===== config.mk =====
export PLATFORM = sky130hd
export DESIGN_NAME = bitmap_frame_allocator
export DESIGN_NICKNAME = d
export VERILOG_FILES = /design/src/rtl/bfa_pkg.sv /design/src/rtl/bitmap_frame_allocator.sv /design/src/rtl/bfa_probe.sv
export SDC_FILE = /design/constraint.sdc
export NUM_CORES = 1
export LEC_CHECK = 0
export BUFFER_PORTS_ARGS = -buffer_cell sky130_fd_sc_hd__buf_2
export CAP_MARGIN = 15
export CORE_MARGIN = 2
export CORE_UTILIZATION = 42
export DETAILED_ROUTE_END_ITERATION = 10
export PLACE_DENSITY = 0.66
export SLEW_MARGIN = 10
export SYNTH_ARGS = -nofsm -noshare
export SYNTH_HDL_FRONTEND = slang
export SYNTH_SLANG_ARGS = --single-unit

===== constraint.sdc =====
create_clock -name clk -period 3.7 [get_ports clk]
set_clock_uncertainty 0.05 [all_clocks]
set_input_delay 0 -clock clk [delete_from_list [all_inputs] [get_ports clk]]
set_output_delay 0 -clock clk [all_outputs]
set_load 0.01 [all_outputs]

===== src/rtl/bfa_pkg.sv =====
// Package for the bitmap frame allocator: field widths, status and operation
// codes, parameter defaults and the probe flag struct. No dependencies.
package bfa_pkg;

  // Parameter defaults
  localparam int BFA_MAX_FRAMES = 1024;
  localparam int BFA_WORD_BITS  = 32;

  // Fixed field widths
  localparam int CFG_W    = 11;
  localparam int FRAME_W  = 10;
  localparam int STATUS_W = 3;

  // Reset value of the frame count register
  localparam logic [CFG_W-1:0] FRAME_COUNT_RST = 11'd1024;

  // Operation codes
  localparam logic OP_ALLOC = 1'b0;
  localparam logic OP_FREE  = 1'b1;

  // Result status codes
  localparam logic [STATUS_W-1:0] ST_ALLOCATED    = 3'd0;
  localparam logic [STATUS_W-1:0] ST_MAPPED       = 3'd1;
  localparam logic [STATUS_W-1:0] ST_FREED        = 3'd2;
  localparam logic [STATUS_W-1:0] ST_ALREADY_FREE = 3'd3;
  localparam logic [STATUS_W-1:0] ST_NO_MEMORY    = 3'd4;

  // What the probe unit reports on one bitmap word
  typedef struct packed {
    logic hit;   // word holds the wanted bit
    logic full;  // every bit of the word is set
  } bfa_probe_t;

endpackage


===== src/rtl/bitmap_frame_allocator.sv =====
// Bitmap frame allocator, top level. Uses bfa_pkg and bfa_probe.
// Mapped or unmapped-free items skip the bitmap and go straight to the result;
// alloc and free walk the bitmap one word a cycle through the shared probe,
// one item at a time. Throughput is set by that walk and by out_stall.
// Reset (rst_n low, synchronous) starts a clearing pass that zeroes the
// bitmap; in_stall stays high until it ends.
module bitmap_frame_allocator import bfa_pkg::*; #(
  parameter int MAX_FRAMES = BFA_MAX_FRAMES,
  parameter int WORD_BITS  = BFA_WORD_BITS
) (
  input  logic                clk,
  input  logic                rst_n,
  // configuration write channel
  input  logic                cfg_valid,
  output logic                cfg_ready,
  input  logic [CFG_W-1:0]    cfg_frame_count,
  // request channel
  input  logic                in_valid,
  output logic                in_stall,
  input  logic                in_operation,
  input  logic [FRAME_W-1:0]  in_entry_frame,
  input  logic                in_want_present,
  input  logic                in_want_writable,
  input  logic                in_want_user,
  // result channel
  output logic                out_valid,
  input  logic                out_stall,
  output logic [STATUS_W-1:0] out_status,
  output logic [FRAME_W-1:0]  out_new_frame,
  output logic                out_entry_present,
  output logic                out_entry_writable,
  output logic                out_entry_user
);

  localparam int WORD_COUNT = (MAX_FRAMES + WORD_BITS - 1) / WORD_BITS;
  localparam int AW         = (WORD_COUNT > 1) ? $clog2(WORD_COUNT) : 1;
  localparam int BW         = $clog2(WORD_BITS);
  localparam int SPAN       = WORD_COUNT * WORD_BITS;
  localparam int FW0        = $clog2(SPAN) + 1;
  // frame arithmetic width: wide enough for the whole bitmap and the register
  localparam int FW         = (FW0 > CFG_W) ? FW0 : CFG_W;

  localparam logic [AW-1:0] LAST_WORD = AW'(WORD_COUNT - 1);
  localparam logic [FW-1:0] MAX_EXT   = FW'(MAX_FRAMES);
  localparam logic [FW-1:0] WORD_STEP = FW'(WORD_BITS);

  // sequencer codes
  localparam logic [2:0] S_CLEAR  = 3'd0;
  localparam logic [2:0] S_IDLE   = 3'd1;
  localparam logic [2:0] S_WALK   = 3'd2;
  localparam logic [2:0] S_COMMIT = 3'd3;
  localparam logic [2:0] S_DONE   = 3'd4;

  logic [2:0]           state_r, state_nxt;
  logic [AW-1:0]        wid_r, wid_nxt;        // word under probe / clear pointer
  logic [FW-1:0]        base_r, base_nxt;      // first frame of that word
  logic [CFG_W-1:0]     fcount_r;
  logic                 op_r, op_nxt;
  logic [FRAME_W-1:0]   entry_r, entry_nxt;
  logic [2:0]           want_r, want_nxt;      // present, writable, user
  logic [WORD_BITS-1:0] word_r, word_nxt;
  logic [BW-1:0]        bit_r, bit_nxt;

  // result held between the sequencer and the output register
  logic [STATUS_W-1:0]  res_status_r, res_status_nxt;
  logic [FRAME_W-1:0]   res_frame_r, res_frame_nxt;
  logic [2:0]           res_flags_r, res_flags_nxt;

  logic                 out_valid_r, out_valid_nxt;
  logic [STATUS_W-1:0]  out_status_r;
  logic [FRAME_W-1:0]   out_frame_r;
  logic [2:0]           out_flags_r;

  // bitmap memory
  logic [WORD_BITS-1:0] bitmap_mem [WORD_COUNT];
  logic [WORD_BITS-1:0] rdata_r;
  logic                 mem_re, mem_we;
  logic [AW-1:0]        mem_ra;
  logic [WORD_BITS-1:0] mem_wd;

  logic                 in_acc;
  logic                 out_load;
  logic [FW-1:0]        entry_ext;
  logic [FW-1:0]        alloc_frame;
  logic                 alloc_ok;
  logic [WORD_BITS-1:0] bit_mask;
  bfa_probe_t           probe;
  logic [BW-1:0]        probe_idx;

  assign cfg_ready = 1'b1;
  assign in_stall  = (state_r != S_IDLE);
  assign in_acc    = in_valid && !in_stall;

  assign entry_ext = FW'(entry_r);

  // shared probe: sees the word read last cycle and the base of that word
  bfa_probe #(
    .WORD_BITS (WORD_BITS),
    .FW        (FW)
  ) u_probe (
    .word    (rdata_r),
    .base    (base_r),
    .entry   (entry_ext),
    .op_free (op_r),
    .probe   (probe),
    .bit_idx (probe_idx)
  );

  // commit arithmetic: frame number of the chosen bit against the limit
  assign bit_mask    = WORD_BITS'(1) << bit_r;
  assign alloc_frame = base_r + FW'(bit_r);
  assign alloc_ok    = (alloc_frame < FW'(fcount_r)) && (alloc_frame < MAX_EXT);

  // output register frees up when empty or taken this cycle
  assign out_load = (state_r == S_DONE) && (!out_valid_r || !out_stall);

  always_comb begin
    state_nxt      = state_r;
    wid_nxt        = wid_r;
    base_nxt       = base_r;
    op_nxt         = op_r;
    entry_nxt      = entry_r;
    want_nxt       = want_r;
    word_nxt       = word_r;
    bit_nxt        = bit_r;
    res_status_nxt = res_status_r;
    res_frame_nxt  = res_frame_r;
    res_flags_nxt  = res_flags_r;
    mem_re         = 1'b0;
    mem_ra         = AW'(wid_r + 1'b1);
    mem_we         = 1'b0;
    mem_wd         = '0;

    case (state_r)
      S_CLEAR: begin
        // zero one word a cycle
        mem_we  = 1'b1;
        mem_wd  = '0;
        wid_nxt = AW'(wid_r + 1'b1);
        if (wid_r == LAST_WORD) begin
          wid_nxt   = '0;
          state_nxt = S_IDLE;
        end
      end
      S_IDLE: begin
        if (in_acc) begin
          op_nxt        = in_operation;
          entry_nxt     = in_entry_frame;
          want_nxt      = {in_want_present, in_want_writable, in_want_user};
          wid_nxt       = '0;
          base_nxt      = '0;
          res_frame_nxt = '0;
          res_flags_nxt = '0;
          mem_ra        = '0;
          if (in_operation == OP_ALLOC) begin
            if (in_entry_frame != '0) begin
              // entry already holds a frame: hand it back untouched
              res_status_nxt = ST_MAPPED;
              res_frame_nxt  = in_entry_frame;
              state_nxt      = S_DONE;
            end else begin
              mem_re    = 1'b1;
              state_nxt = S_WALK;
            end
          end else begin
            if (in_entry_frame == '0) begin
              res_status_nxt = ST_ALREADY_FREE;
              state_nxt      = S_DONE;
            end else if (FW'(in_entry_frame) >= MAX_EXT) begin
              // frame beyond the bitmap: nothing to clear
              res_status_nxt = ST_FREED;
              state_nxt      = S_DONE;
            end else begin
              mem_re    = 1'b1;
              state_nxt = S_WALK;
            end
          end
        end
      end
      S_WALK: begin
        if (probe.hit) begin
          word_nxt  = rdata_r;
          bit_nxt   = probe_idx;
          state_nxt = S_COMMIT;
        end else if (wid_r == LAST_WORD) begin
          // every word full: out of memory
          res_status_nxt = ST_NO_MEMORY;
          res_frame_nxt  = '0;
          state_nxt      = S_DONE;
        end else begin
          // advance to the next word, fetching it now
          mem_re   = 1'b1;
          wid_nxt  = AW'(wid_r + 1'b1);
          base_nxt = base_r + WORD_STEP;
        end
      end
      S_COMMIT: begin
        if (op_r == OP_FREE) begin
          mem_we         = 1'b1;
          mem_wd         = word_r & ~bit_mask;
          res_status_nxt = ST_FREED;
        end else if (alloc_ok) begin
          mem_we         = 1'b1;
          mem_wd         = word_r | bit_mask;
          res_status_nxt = ST_ALLOCATED;
          res_frame_nxt  = alloc_frame[FRAME_W-1:0];
          res_flags_nxt  = want_r;
        end else begin
          // lowest free bit lies at or past the limit
          res_status_nxt = ST_NO_MEMORY;
        end
        state_nxt = S_DONE;
      end
      S_DONE: begin
        if (out_load) begin
          state_nxt = S_IDLE;
        end
      end
      default: begin
        state_nxt = S_IDLE;
      end
    endcase
  end

  always_comb begin
    out_valid_nxt = out_valid_r;
    if (out_load) begin
      out_valid_nxt = 1'b1;
    end else if (out_valid_r && !out_stall) begin
      out_valid_nxt = 1'b0;
    end
  end

  // control state
  always_ff @(posedge clk) begin
    if (!rst_n) begin
      state_r     <= S_CLEAR;
      wid_r       <= '0;
      fcount_r    <= FRAME_COUNT_RST;
      out_valid_r <= 1'b0;
    end else begin
      state_r     <= state_nxt;
      wid_r       <= wid_nxt;
      out_valid_r <= out_valid_nxt;
      if (cfg_valid && cfg_ready) begin
        fcount_r <= cfg_frame_count;
      end
    end
  end

  // payload
  always_ff @(posedge clk) begin
    base_r       <= base_nxt;
    op_r         <= op_nxt;
    entry_r      <= entry_nxt;
    want_r       <= want_nxt;
    word_r       <= word_nxt;
    bit_r        <= bit_nxt;
    res_status_r <= res_status_nxt;
    res_frame_r  <= res_frame_nxt;
    res_flags_r  <= res_flags_nxt;
    if (out_load) begin
      out_status_r <= res_status_r;
      out_frame_r  <= res_frame_r;
      out_flags_r  <= res_flags_r;
    end
  end

  // bitmap: one write and one registered read a cycle
  always_ff @(posedge clk) begin
    if (mem_we) begin
      bitmap_mem[wid_r] <= mem_wd;
    end
    if (mem_re) begin
      rdata_r <= bitmap_mem[mem_ra];
    end
  end

  assign out_valid          = out_valid_r;
  assign out_status         = out_status_r;
  assign out_new_frame      = out_frame_r;
  assign out_entry_present  = out_flags_r[2];
  assign out_entry_writable = out_flags_r[1];
  assign out_entry_user     = out_flags_r[0];

endmodule


===== src/rtl/bfa_probe.sv =====
// Shared word probe: lowest-clear-bit search for allocation, word-offset
// compare for release. Depends on bfa_pkg.
module bfa_probe import bfa_pkg::*; #(
  parameter int WORD_BITS = BFA_WORD_BITS,
  parameter int FW        = 12
) (
  input  logic [WORD_BITS-1:0]         word,
  input  logic [FW-1:0]                base,
  input  logic [FW-1:0]                entry,
  input  logic                         op_free,
  output bfa_probe_t                   probe,
  output logic [$clog2(WORD_BITS)-1:0] bit_idx
);

  localparam int BW = $clog2(WORD_BITS);

  logic [BW-1:0] zero_idx;
  logic [FW-1:0] offset;
  logic          full;

  // lowest clear bit wins
  always_comb begin
    zero_idx = '0;
    for (int i = WORD_BITS - 1; i >= 0; i--) begin
      if (!word[i]) begin
        zero_idx = BW'(i);
      end
    end
  end

  assign full   = &word;
  assign offset = entry - base;

  always_comb begin
    probe.full = full;
    if (op_free == OP_FREE) begin
      probe.hit = (offset < FW'(WORD_BITS));
      bit_idx   = offset[BW-1:0];
    end else begin
      probe.hit = !full;
      bit_idx   = zero_idx;
    end
  end

endmodule


==> flow_metrics.tcl <==
set metrics [dict create \
    leakagePower_nw 17.8 \
    max_freq_mhz 304 \
    crit_buf_inv 4 \
    syn_area_per_cell_sq_um 14.0 \
    synth_async_sr_flop_share_pct 0 \
    post-place-ws_ns 0.527 \
    vias 30100 \
    place_congestion 0.882 \
    yosys_warnings 0 \
    clk_pin_slew_worst_paths_ns 0.06 \
    antenna_found_initial 0 \
    drt-initial-drc-count 3911 \
    core_sq_um 109000 \
    num_io_pins 49 \
    rsz0062_at_grt "false" \
    postPlaceCellArea_sq_um 50300 \
    nFillCells 8905 \
    worstSetupPathType "register to register" \
    fin_util_pct 50.0 \
    drv_slew 0 \
    synth_edf_count 1145 \
    setup_tns_ns 0 \
    htree_num_levels 3 \
    dieArea_sq_um 113000 \
    routed_wl_mm 135 \
    root_buffer "clkbuf_16" \
    cts_sinks 1165 \
    hp-class "input pin to register" \
    synthCells 3303 \
    dp_hpwl_mm 78.3 \
    die_h_um 335 \
    critPathSlowestCell "a2111oi_0" \
    io_buffers 47 \
    grt_max_degree 129 \
    period_needed_ns 3.29 \
    fp-row-count 121 \
    cp-end-kind "register" \
    syn_nets 3357 \
    track_usage_pct 23.6 \
    syn_area_sq_um 46100 \
    p_per_area_nw_per_um2 505 \
    die_x_um 335 \
    most-common-layout-cells "edfxtp_1 (1145), nand2_1 (605), nand3_1 (204)" \
    postRouteAntennaNets 0 \
    cp.arrival_ns 3.75 \
    fin_crit_sh_pct 88.9 \
    required_ns 4.17 \
    dp.cells 4752 \
    grt-ovfl-total 0 \
    fin_hold_ws_ns 0.0267 \
    drcViolationCount 0 \
    areaGrowthSynthToFinish_pct 17.9 \
    status "finished clean" \
    maxCapViolCount 0 \
    tightest_slew_ns 0.935 \
    grt_pass1_wl_mm 194 \
    ys_types 76 \
    first_global_vias 28700 \
    relSlewSlack_pct 37.5 \
    synthFlopType "edfxtp_1" \
    initial_core_util_pct 42.4 \
    critPathLaunchType "register" \
    ir_drop_mv 0.364 \
    clockBufferDepth 3 \
    layout_commonest_cell "edfxtp_1" \
    cp_max_fo 32 \
    yosysSeqAreaShare_pct 75.4 \
    finalInstanceArea_sq_um 54400 \
    numCtsBuffers 109 \
    postCtsSetupRepairBufs 0 \
    critPathMaxStageDelay_ns 0.42 \
    setup_viol 0 \
    wl_per_cell_um 26.8 \
    p_total_mw 27.4 \
    cts_tree "built" \
    hold_violations 0 \
    drive_gt1_share_pct 14.3 \
    cp_top_family "compound AO/OA/AOI/OAI gates" \
    stdcell_count 5012 \
    nNetsFinal 3559 \
    synth-seq-cells 1165 \
    worst_slack_ns 0.410 \
    clk_latency_ns 0.71 \
    viasPerCell 6.01 \
    dr.pass1.iters 6 \
    path_cells "inv_1 > ha_1 > a21o_1 > a2111oi_0 > o21ai_0 > a21boi_1 > o21ai_4 > buf_16 > buf_4 > a21oi_2 > buf_12" \
]
==> cells by family (layout without fill, tap and decap cells) <==
logic type	count (synthesis)	after routing	synth area share [%]
adders and majority gates	24	24	0.651
AOI/OAI and AO/OA	636	636	8.96
other	1	3	0.00813
DFF	1165	1165	75.4
buffers and inverters	247	540	2.39
muxes	48	48	1.04
xor gates and xnor gates	6	6	0.171
and+or+nand+nor	1176	1176	11.4
==> Yosys cell counts, types with 3 or more instances <==
| library cell | n | area share, % |
|---|---|---|
| a211oi_1 | 5 | 0.081 |
| a21boi_0 | 6 | 0.098 |
| a21boi_1 | 4 | 0.065 |
| a21o_1 | 4 | 0.065 |
| a21oi_1 | 115 | 1.2 |
| a221oi_1 | 95 | 1.8 |
| a22o_1 | 11 | 0.21 |
| a31oi_1 | 68 | 0.92 |
| a32oi_1 | 32 | 0.61 |
| and3_1 | 10 | 0.14 |
| buf_1 | 20 | 0.16 |
| buf_2 | 78 | 0.85 |
| buf_4 | 5 | 0.081 |
| clkbuf_1 | 107 | 0.87 |
| dfxtp_1 | 20 | 0.87 |
| edfxtp_1 | 1145 | 75 |
| ha_1 | 24 | 0.65 |
| inv_1 | 30 | 0.24 |
| mux2i_1 | 48 | 1.0 |
| nand2_1 | 608 | 4.9 |
| nand2b_1 | 8 | 0.11 |
| nand3_1 | 207 | 2.2 |
| nand3b_1 | 7 | 0.11 |
| nand4_1 | 100 | 1.4 |
| nor2_1 | 155 | 1.3 |
| nor2b_1 | 15 | 0.20 |
| o211ai_1 | 66 | 1.1 |
| o21ai_0 | 170 | 1.8 |
| o21ai_1 | 7 | 0.076 |
| o22ai_1 | 33 | 0.45 |
| or2_2 | 4 | 0.054 |
| or3_1 | 35 | 0.47 |
| or3b_2 | 3 | 0.057 |
| xnor2_1 | 3 | 0.057 |
==> power breakdown <==
part / internal (mW) / leakage [nW] / switching (mW)
logic: 0.595 / 5.66 / 1.28
clock network: 6.25 / 1.74 / 4.87
registers: 14.4 / 10.4 / 0.0309
==> registers in the layout (all words and copies together), names as in the netlist, 6 cells and up <==
signal,cells
word_r,32
fcount_r,11
res_frame_r,10
rdata_r,32
bitmap_mem,1024
entry_r,10
base_r,6
out_new_frame,10
==> layout make-up <==
cell class	count	area, sq um	area share [%]
sequential	1165	34800	64.0
multi-input combinational	1891	10700	19.7
timing repair buffer	306	3470	6.37
clock buffer	133	2850	5.24
tap	1414	1770	3.25
clock inverter	69	673	1.24
inverter	32	123	0.225
antenna	2	5.00	0.00920
==> metal layers <==
| layer | routed length [um] | vias up | GRT usage, % |
|---|---|---|---|
| met5 | 0 | - | 0 |
| met4 | 4940 | 0 | 8.63 |
| met3 | 13600 | 314 | 4.54 |
| met2 | 64200 | 1715 | 38.5 |
| met1 | 51800 | 15100 | 31.4 |
| li1 | - | 13000 | - |
==> repair_timing <==
action,4_1_cts,5_1_grt
resized for setup,0,0
hold endpoints to repair,74,0
hold buffers,56,0
==> path summary, 6_finish.rpt <==
| kind | startpoint | end | slack (ns) | depth (start not counted) |
|---|---|---|---|---|
| setup / recovery | fcount_r[4] | bitmap_mem[14][22] | 0.41 | 11 |
| hold / removal | in_entry_frame[9] | entry_r[9] | 0.03 | 2 |
| setup reg to reg | fcount_r[4] | bitmap_mem[14][22] | 0.41 | 11 |
| hold reg to reg | res_frame_r[4] | out_new_frame[4] | 0.37 | 0 |
Power figures use the tool's default switching activity.
